`src/design/blht_pkg.sv`:
```
package blht_pkg;

  localparam int VALUE_W = 32;
  localparam int MODE_W  = 2;
  localparam int POS_W   = 6;
  localparam int COUNT_W = 6;

  localparam logic [MODE_W-1:0] MODE_FRONT  = 2'd0;
  localparam logic [MODE_W-1:0] MODE_BACK   = 2'd1;
  localparam logic [MODE_W-1:0] MODE_DELETE = 2'd2;

  typedef enum logic [1:0] {
    ST_IDLE,
    ST_SHIFT_RD,
    ST_SHIFT_WR,
    ST_STREAM
  } state_t;

  typedef struct packed {
    logic wr_en;
    logic rd_en;
  } mem_ctl_t;

endpackage

```
`src/design/blht_addr.sv`:
```
// Ring address: (base + offset) mod DEPTH, both operands below DEPTH.
module blht_addr #(
  parameter int DEPTH = 32,
  parameter int AW    = 5
) (
  input  logic [AW-1:0] base,
  input  logic [AW-1:0] offset,
  output logic [AW-1:0] phys
);

  logic [AW:0] sum;

  always_comb begin
    sum = {1'b0, base} + {1'b0, offset};
    if (sum >= (AW+1)'(DEPTH)) begin
      sum = sum - (AW+1)'(DEPTH);
    end
    phys = sum[AW-1:0];
  end

endmodule

```
`src/design/blht_store.sv`:
```
// Element RAM: one write, one registered read per cycle.
module blht_store #(
  parameter int DEPTH = 32,
  parameter int AW    = 5
) (
  input  logic                                clk,
  input  blht_pkg::mem_ctl_t                  ctl,
  input  logic [AW-1:0]                       addr,
  input  logic signed [blht_pkg::VALUE_W-1:0] wdata,
  output logic signed [blht_pkg::VALUE_W-1:0] rdata
);
  import blht_pkg::*;

  logic signed [VALUE_W-1:0] mem [DEPTH];

  always_ff @(posedge clk) begin
    if (ctl.wr_en) begin
      mem[addr] <= wdata;
    end
    if (ctl.rd_en) begin
      rdata <= mem[addr];
    end
  end

endmodule

```
`src/design/blht_seq.sv`:
```
// Command sequencer: ring head/count, delete compaction, list streaming.
module blht_seq #(
  parameter int DEPTH = 32,
  parameter int AW    = 5,
  parameter int CW    = 6
) (
  input  logic                                clk,
  input  logic                                rst,
  input  logic                                start,
  input  logic [blht_pkg::MODE_W-1:0]         mode,
  input  logic signed [blht_pkg::VALUE_W-1:0] item_value,
  input  logic [blht_pkg::POS_W-1:0]          position,
  input  logic signed [blht_pkg::VALUE_W-1:0] rdata,
  output logic                                busy,
  output blht_pkg::mem_ctl_t                  ctl,
  output logic [AW-1:0]                       addr,
  output logic signed [blht_pkg::VALUE_W-1:0] wdata,
  output logic                                strobe,
  output logic                                last,
  output logic                                dropped,
  output logic [CW-1:0]                       count
);
  import blht_pkg::*;

  localparam int LW = (CW > POS_W) ? CW : POS_W;

  state_t        state, state_next;
  logic [AW-1:0] head, head_next;
  logic [CW-1:0] count_next;
  logic [CW-1:0] idx, idx_next;
  logic          dropped_next, strobe_next, last_next;
  logic [AW-1:0] offset;
  logic [CW:0]   idx_inc;
  logic          full;
  logic          pos_hit;

  blht_addr #(.DEPTH(DEPTH), .AW(AW)) u_addr (
    .base  (head),
    .offset(offset),
    .phys  (addr)
  );

  assign idx_inc = {1'b0, idx} + (CW+1)'(1);
  assign full    = (count == CW'(DEPTH));
  assign pos_hit = (LW'(position) < LW'(count));
  assign busy    = (state != ST_IDLE);

  always_comb begin
    state_next = state;
    unique case (state)
      ST_IDLE: begin
        if (start) begin
          if (mode == MODE_DELETE && pos_hit) begin
            state_next = ST_SHIFT_RD;
          end else begin
            state_next = ST_STREAM;
          end
        end
      end
      ST_SHIFT_RD: begin
        if (idx_inc < {1'b0, count}) begin
          state_next = ST_SHIFT_WR;
        end else begin
          state_next = ST_STREAM;
        end
      end
      ST_SHIFT_WR: begin
        state_next = ST_SHIFT_RD;
      end
      ST_STREAM: begin
        if (count == '0 || idx_inc == {1'b0, count}) begin
          state_next = ST_IDLE;
        end
      end
      default: state_next = ST_IDLE;
    endcase
  end

  always_comb begin
    offset       = idx[AW-1:0];
    ctl          = '0;
    wdata        = item_value;
    head_next    = head;
    count_next   = count;
    idx_next     = idx;
    dropped_next = dropped;
    strobe_next  = 1'b0;
    last_next    = 1'b0;
    unique case (state)
      ST_IDLE: begin
        if (start) begin
          dropped_next = 1'b0;
          idx_next     = '0;
          case (mode)
            MODE_FRONT: begin
              if (full) begin
                dropped_next = 1'b1;
              end else begin
                offset     = AW'(DEPTH - 1);
                ctl.wr_en  = 1'b1;
                head_next  = addr;
                count_next = count + CW'(1);
              end
            end
            MODE_BACK: begin
              if (full) begin
                dropped_next = 1'b1;
              end else begin
                offset     = count[AW-1:0];
                ctl.wr_en  = 1'b1;
                count_next = count + CW'(1);
              end
            end
            MODE_DELETE: begin
              if (pos_hit) begin
                idx_next = CW'(position);
              end
            end
            default: ;
          endcase
        end
      end
      ST_SHIFT_RD: begin
        offset = idx_inc[AW-1:0];
        if (idx_inc < {1'b0, count}) begin
          ctl.rd_en = 1'b1;
        end else begin
          count_next = count - CW'(1);
          idx_next   = '0;
        end
      end
      ST_SHIFT_WR: begin
        ctl.wr_en = 1'b1;
        wdata     = rdata;
        idx_next  = idx_inc[CW-1:0];
      end
      ST_STREAM: begin
        strobe_next = 1'b1;
        if (count == '0) begin
          last_next = 1'b1;
        end else begin
          ctl.rd_en = 1'b1;
          last_next = (idx_inc == {1'b0, count});
          idx_next  = idx_inc[CW-1:0];
        end
      end
      default: ;
    endcase
  end

  always_ff @(posedge clk) begin
    if (rst) begin
      state   <= ST_IDLE;
      head    <= '0;
      count   <= '0;
      idx     <= '0;
      dropped <= 1'b0;
      strobe  <= 1'b0;
      last    <= 1'b0;
    end else begin
      state   <= state_next;
      head    <= head_next;
      count   <= count_next;
      idx     <= idx_next;
      dropped <= dropped_next;
      strobe  <= strobe_next;
      last    <= last_next;
    end
  end

endmodule

```
`src/design/bounded_list_head_tail_insert_delete.sv`:
```
// First listing item: accept moves the sequencer to streaming, then the registered strobe
// and RAM read bring it out (insert, no-op, miss delete). No new command is taken while
// busy; busy lasts through delete compaction, which reads then writes each later entry,
// and the listing, streamed one entry a cycle; both share the single RAM port.
// Reset (rst, sync): list becomes empty, sequencer idle; RAM contents are not cleared.
// Items go out on strobe one per cycle, back to back; the receiver cannot stall.
module bounded_list_head_tail_insert_delete #(
  parameter int DEPTH = 32
) (
  input  logic                                clk,
  input  logic                                rst,
  input  logic                                start,
  output logic                                busy,
  input  logic [blht_pkg::MODE_W-1:0]         mode,
  input  logic signed [blht_pkg::VALUE_W-1:0] item_value,
  input  logic [blht_pkg::POS_W-1:0]          position,
  output logic                                strobe,
  output logic signed [blht_pkg::VALUE_W-1:0] element,
  output logic                                list_empty,
  output logic                                last_of_run,
  output logic                                insert_dropped,
  output logic [blht_pkg::COUNT_W-1:0]        entry_count
);
  import blht_pkg::*;

  // Ring index width and entry-count width (count must reach DEPTH).
  localparam int AW = (DEPTH > 1) ? $clog2(DEPTH) : 1;
  localparam int CW = $clog2(DEPTH + 1);

  mem_ctl_t                  ctl;
  logic [AW-1:0]             addr;
  logic signed [VALUE_W-1:0] wdata;
  logic signed [VALUE_W-1:0] rdata;
  logic [CW-1:0]             count;

  // Sequencer: owns head pointer and count, drives the single RAM port.
  // Front insert moves head back one slot, back insert writes at head+count,
  // delete pulls every later entry down one slot, then the list is read out.
  blht_seq #(.DEPTH(DEPTH), .AW(AW), .CW(CW)) u_seq (
    .clk       (clk),
    .rst       (rst),
    .start     (start),
    .mode      (mode),
    .item_value(item_value),
    .position  (position),
    .rdata     (rdata),
    .busy      (busy),
    .ctl       (ctl),
    .addr      (addr),
    .wdata     (wdata),
    .strobe    (strobe),
    .last      (last_of_run),
    .dropped   (insert_dropped),
    .count     (count)
  );

  // Element RAM; its registered read data lines up with strobe.
  blht_store #(.DEPTH(DEPTH), .AW(AW)) u_store (
    .clk  (clk),
    .ctl  (ctl),
    .addr (addr),
    .wdata(wdata),
    .rdata(rdata)
  );

  // Count holds steady through the listing.
  assign list_empty  = (count == '0);
  assign entry_count = COUNT_W'(count);
  // Empty listing shows a zero element, never stale RAM data.
  assign element     = list_empty ? '0 : rdata;

endmodule

```
`config.mk`:
```
export PLATFORM = sky130hd
export DESIGN_NAME = bounded_list_head_tail_insert_delete
export DESIGN_NICKNAME = d
export VERILOG_FILES = /design/src/design/blht_pkg.sv /design/src/design/blht_addr.sv /design/src/design/blht_store.sv /design/src/design/blht_seq.sv /design/src/design/bounded_list_head_tail_insert_delete.sv
export SDC_FILE = /design/constraint.sdc
export NUM_CORES = 1
export LEC_CHECK = 0
export ABC_CLOCK_PERIOD_IN_PS = 9200
export BUFFER_PORTS_ARGS = -buffer_cell sky130_fd_sc_hd__clkbuf_2
export CAP_MARGIN = 0
export CORE_ASPECT_RATIO = 0.75
export CORE_UTILIZATION = 40
export CTS_BUF_LIST = sky130_fd_sc_hd__clkbuf_16
export CTS_CLUSTER_DIAMETER = 60
export DETAILED_ROUTE_END_ITERATION = 12
export GPL_TIMING_DRIVEN = 0
export PLACE_DENSITY = 0.6
export SLEW_MARGIN = 15
export SYNTH_ARGS = -nofsm -noshare
export SYNTH_HDL_FRONTEND = slang
export SYNTH_SLANG_ARGS = --single-unit
```
`constraint.sdc`:
```
create_clock -name clk -period 9.2 [get_ports clk]
set_clock_uncertainty 0.2 [all_clocks]
set_input_delay 1.38 -clock clk [delete_from_list [all_inputs] [get_ports clk]]
set_output_delay 1.38 -clock clk [all_outputs]
set_load 0.01 [all_outputs]
```
==> results.toml <==
[final_layout]
fillers = 8439
fin_nets = 2237
antennaDiodeCount = 0
fin_cells = 3658
multi_input_area_um2 = 9721
regArea_um2 = 32150
syn_to_final_growth_pct = 16.72
drive_gt1_frac = 0.3713

[clocking]
cts_resized = 0
cts_root_buf = "clkbuf_16"
clock_sinks = 1078
path_clk_slew_ns = 0.06
htree_levels = 3
clock_latency_ns = 0.67
tritoncts = "yes"
post_cts_buffers = 0
cts_buffer_depth = 3
ctsHoldBuffers = 0
cts_buffers = 105

[timing]
setup_violations = 0
slew_headroom = 0.1943
setup_tns_ns = 0
slew_viol_final = 0
period_minus_slack_ns = 7.387
setup_ws_ns = 1.813
max_freq_mhz = 135.4
tightest_slew_ns = 1.209
rsz0062_at_grt = "no"
final_hold_viol_count = 0
min_period_over_period = 0.8029

[global_routing]
grt_max_degree = 33
antenna_found_initial = 1
gr-total-overflow = 0
grt.total_usage = 0.1955
grt_pass1_wl_mm = 148.9
grt_pass1_vias = 20970

[die]
die_area_um2 = 106700
core_area_um2 = 103900
initial_core_util = 0.4059
dieWidth_um = 376.9
ios = 86
dieHeight_um = 283.2
core.rowCount = 102

[logic_synthesis]
yosysTopAreaCell = "edfxtp_1"
synthArstFlopShare = 0
synth_area_leaders = "edfxtp_1 75%, mux4_2 17%, mux2_2 1.6%"
seq_area_frac_synth = 0.7625
yosys_register_bits = 1078
synthesis.nets = 1884
synthCells = 1819
synth_area_um2 = 42160
synth_top_area_share = 0.7521
synth_edf_count = 1056
synth_cell_types = 50
synth-warning-count = 0
avgSynthCellArea_um2 = 23.18
ys.flop_type = "edfxtp_1"

[pwr]
p_total_mw = 17.77
peakVddDrop_mv = 0.1928
cellPowerDensity_nw_per_um2 = 361.2
leakage_nw = 15.85

[drt]
drtIter0Drc = 2313
drc = 0
ant_nets = 0
viasPerCell = 5.592
routed_wl_mm = 103.2
dr.pass1.iters = 6
via_count = 20450
wl_per_cell_um = 28.21

[placement]
dp.cells = 3468
place_worst_setup_slack_ns = 1.215
gp_congestion = 0.8203
place_hpwl_mm = 71.94
port_buffers = 84

[critical_path]
crit_required_ns = 9.36
startpoint_type = "input port"
endpoint_kind = "flop"
worstPathArrival_ns = 7.55
reg2reg_depth = 16
critPathMaxFanout = 10
criticalPathCategory = "input port to flop"

[worst_hold_path]
hold_path_depth = 2
hp-class = "flop to flop"

[flow_run]
maxCapViolCount = 0

[outcome]
status = "finished clean"
state kept, by name, summed over array words and instances (netlist names):
name           flops
u_seq.count        6
u_seq.last         1
u_seq.strobe       1
u_seq.head         5
u_store.rdata     32
u_store.mem     1024
u_seq.idx          6
u_seq.state        2
u_seq.dropped      1
layout make-up:
class                      instances  area share
buffer                            95    0.008059
clock buffer                     107     0.05441
clock inverter                    82     0.01276
inverter                          25    0.001907
multi-input combinational        621      0.1975
sequential                      1078      0.6533
tap                             1404     0.03570
timing repair buffer             246     0.03636
layer usage:
metal  part of all wire  GRT usage  wire [µm]  vias to the layer above
li1                   -          -          -                     8473
met2               0.46     0.2984      47860                      920
met5            0.00083   0.005840         86                        -
met1               0.43     0.2854      44410                    10910
met4              0.022    0.04624       2275                        2
met3              0.083    0.04431       8558                      154
per-stage QoR:
step	area (µm²)	hold WS (ns)	utilization
after global placement	44340	0.2831	0.4268
after floorplan	42160	0.2672	-
after CTS	49190	0.3103	0.4735
after global routing	49210	0.3532	0.4737
final	49210	0.3136	0.4737
after detailed placement	45890	0.2960	0.4417
report_power, final:
part / total, mW / internal (mW) / switching (mW)
clock: 4.13 / 2.33 / 1.80
combinational: 7.23 / 3.14 / 4.09
sequential: 6.41 / 6.29 / 0.123
total: 17.8 / 11.8 / 6.02
path summary, 6_finish.rpt:
check	startpoint	endpoint	slack [ns]
worst max register to register	u_seq.count[3]	u_store.mem[25][9]	2.09
worst min register to register	u_seq.head[3]	u_seq.head[3]	0.31
worst max-delay path	start	u_store.mem[25][9]	1.81
worst min-delay path	u_seq.head[3]	u_seq.head[3]	0.31
critical path, stage by stage:
cell and delay (ns):
clkbuf_2 0.16, inv_1 0.10, o41ai_1 0.76, o22ai_1 0.15
a21oi_1 0.19, ha_1 0.20, inv_1 0.06, fa_1 0.49
clkbuf_2 0.54, clkbuf_1 0.68, clkbuf_1 0.69, nand3_1 0.60
nor3_2 0.86, buf_6 0.25, buf_6 0.17, buf_4 0.21
placed cells by master (no fill, tap or decap), types with 27 or more instances in the layout:
master / instances
and2_1: 32
buf_4: 130
buf_6: 31
clkbuf_1: 55
clkbuf_16: 107
clkbuf_2: 97
clkinv_1: 27
edfxtp_1: 1056
inv_1: 46
mux2_2: 60
mux4_2: 320
nor3_2: 32
cells by family after synthesis:
| logic type | share of synthesized area |
|---|---|
| fa+ha+maj | 0.006885 |
| flops | 0.7625 |
| xor+xnor | 0.002908 |
| buf+inv | 0.01113 |
| simple gates | 0.01736 |
| mux | 0.1894 |
| compound gates | 0.009734 |
Yosys cell counts, types with 6 or more instances:
master	instances
o21ai_0	6
dfxtp_1	22
xnor2_1	11
a211oi_1	10
edfxtp_1	1056
buf_1	21
buf_2	9
mux4_2	320
mux2_2	60
nor3_1	37
ha_1	20
inv_1	25
and2_1	32
clkbuf_1	64
nor2_1	23
mux2i_1	6
a21oi_1	14
nand2_1	15
No activity file was read; power rests on OpenSTA's default activity.
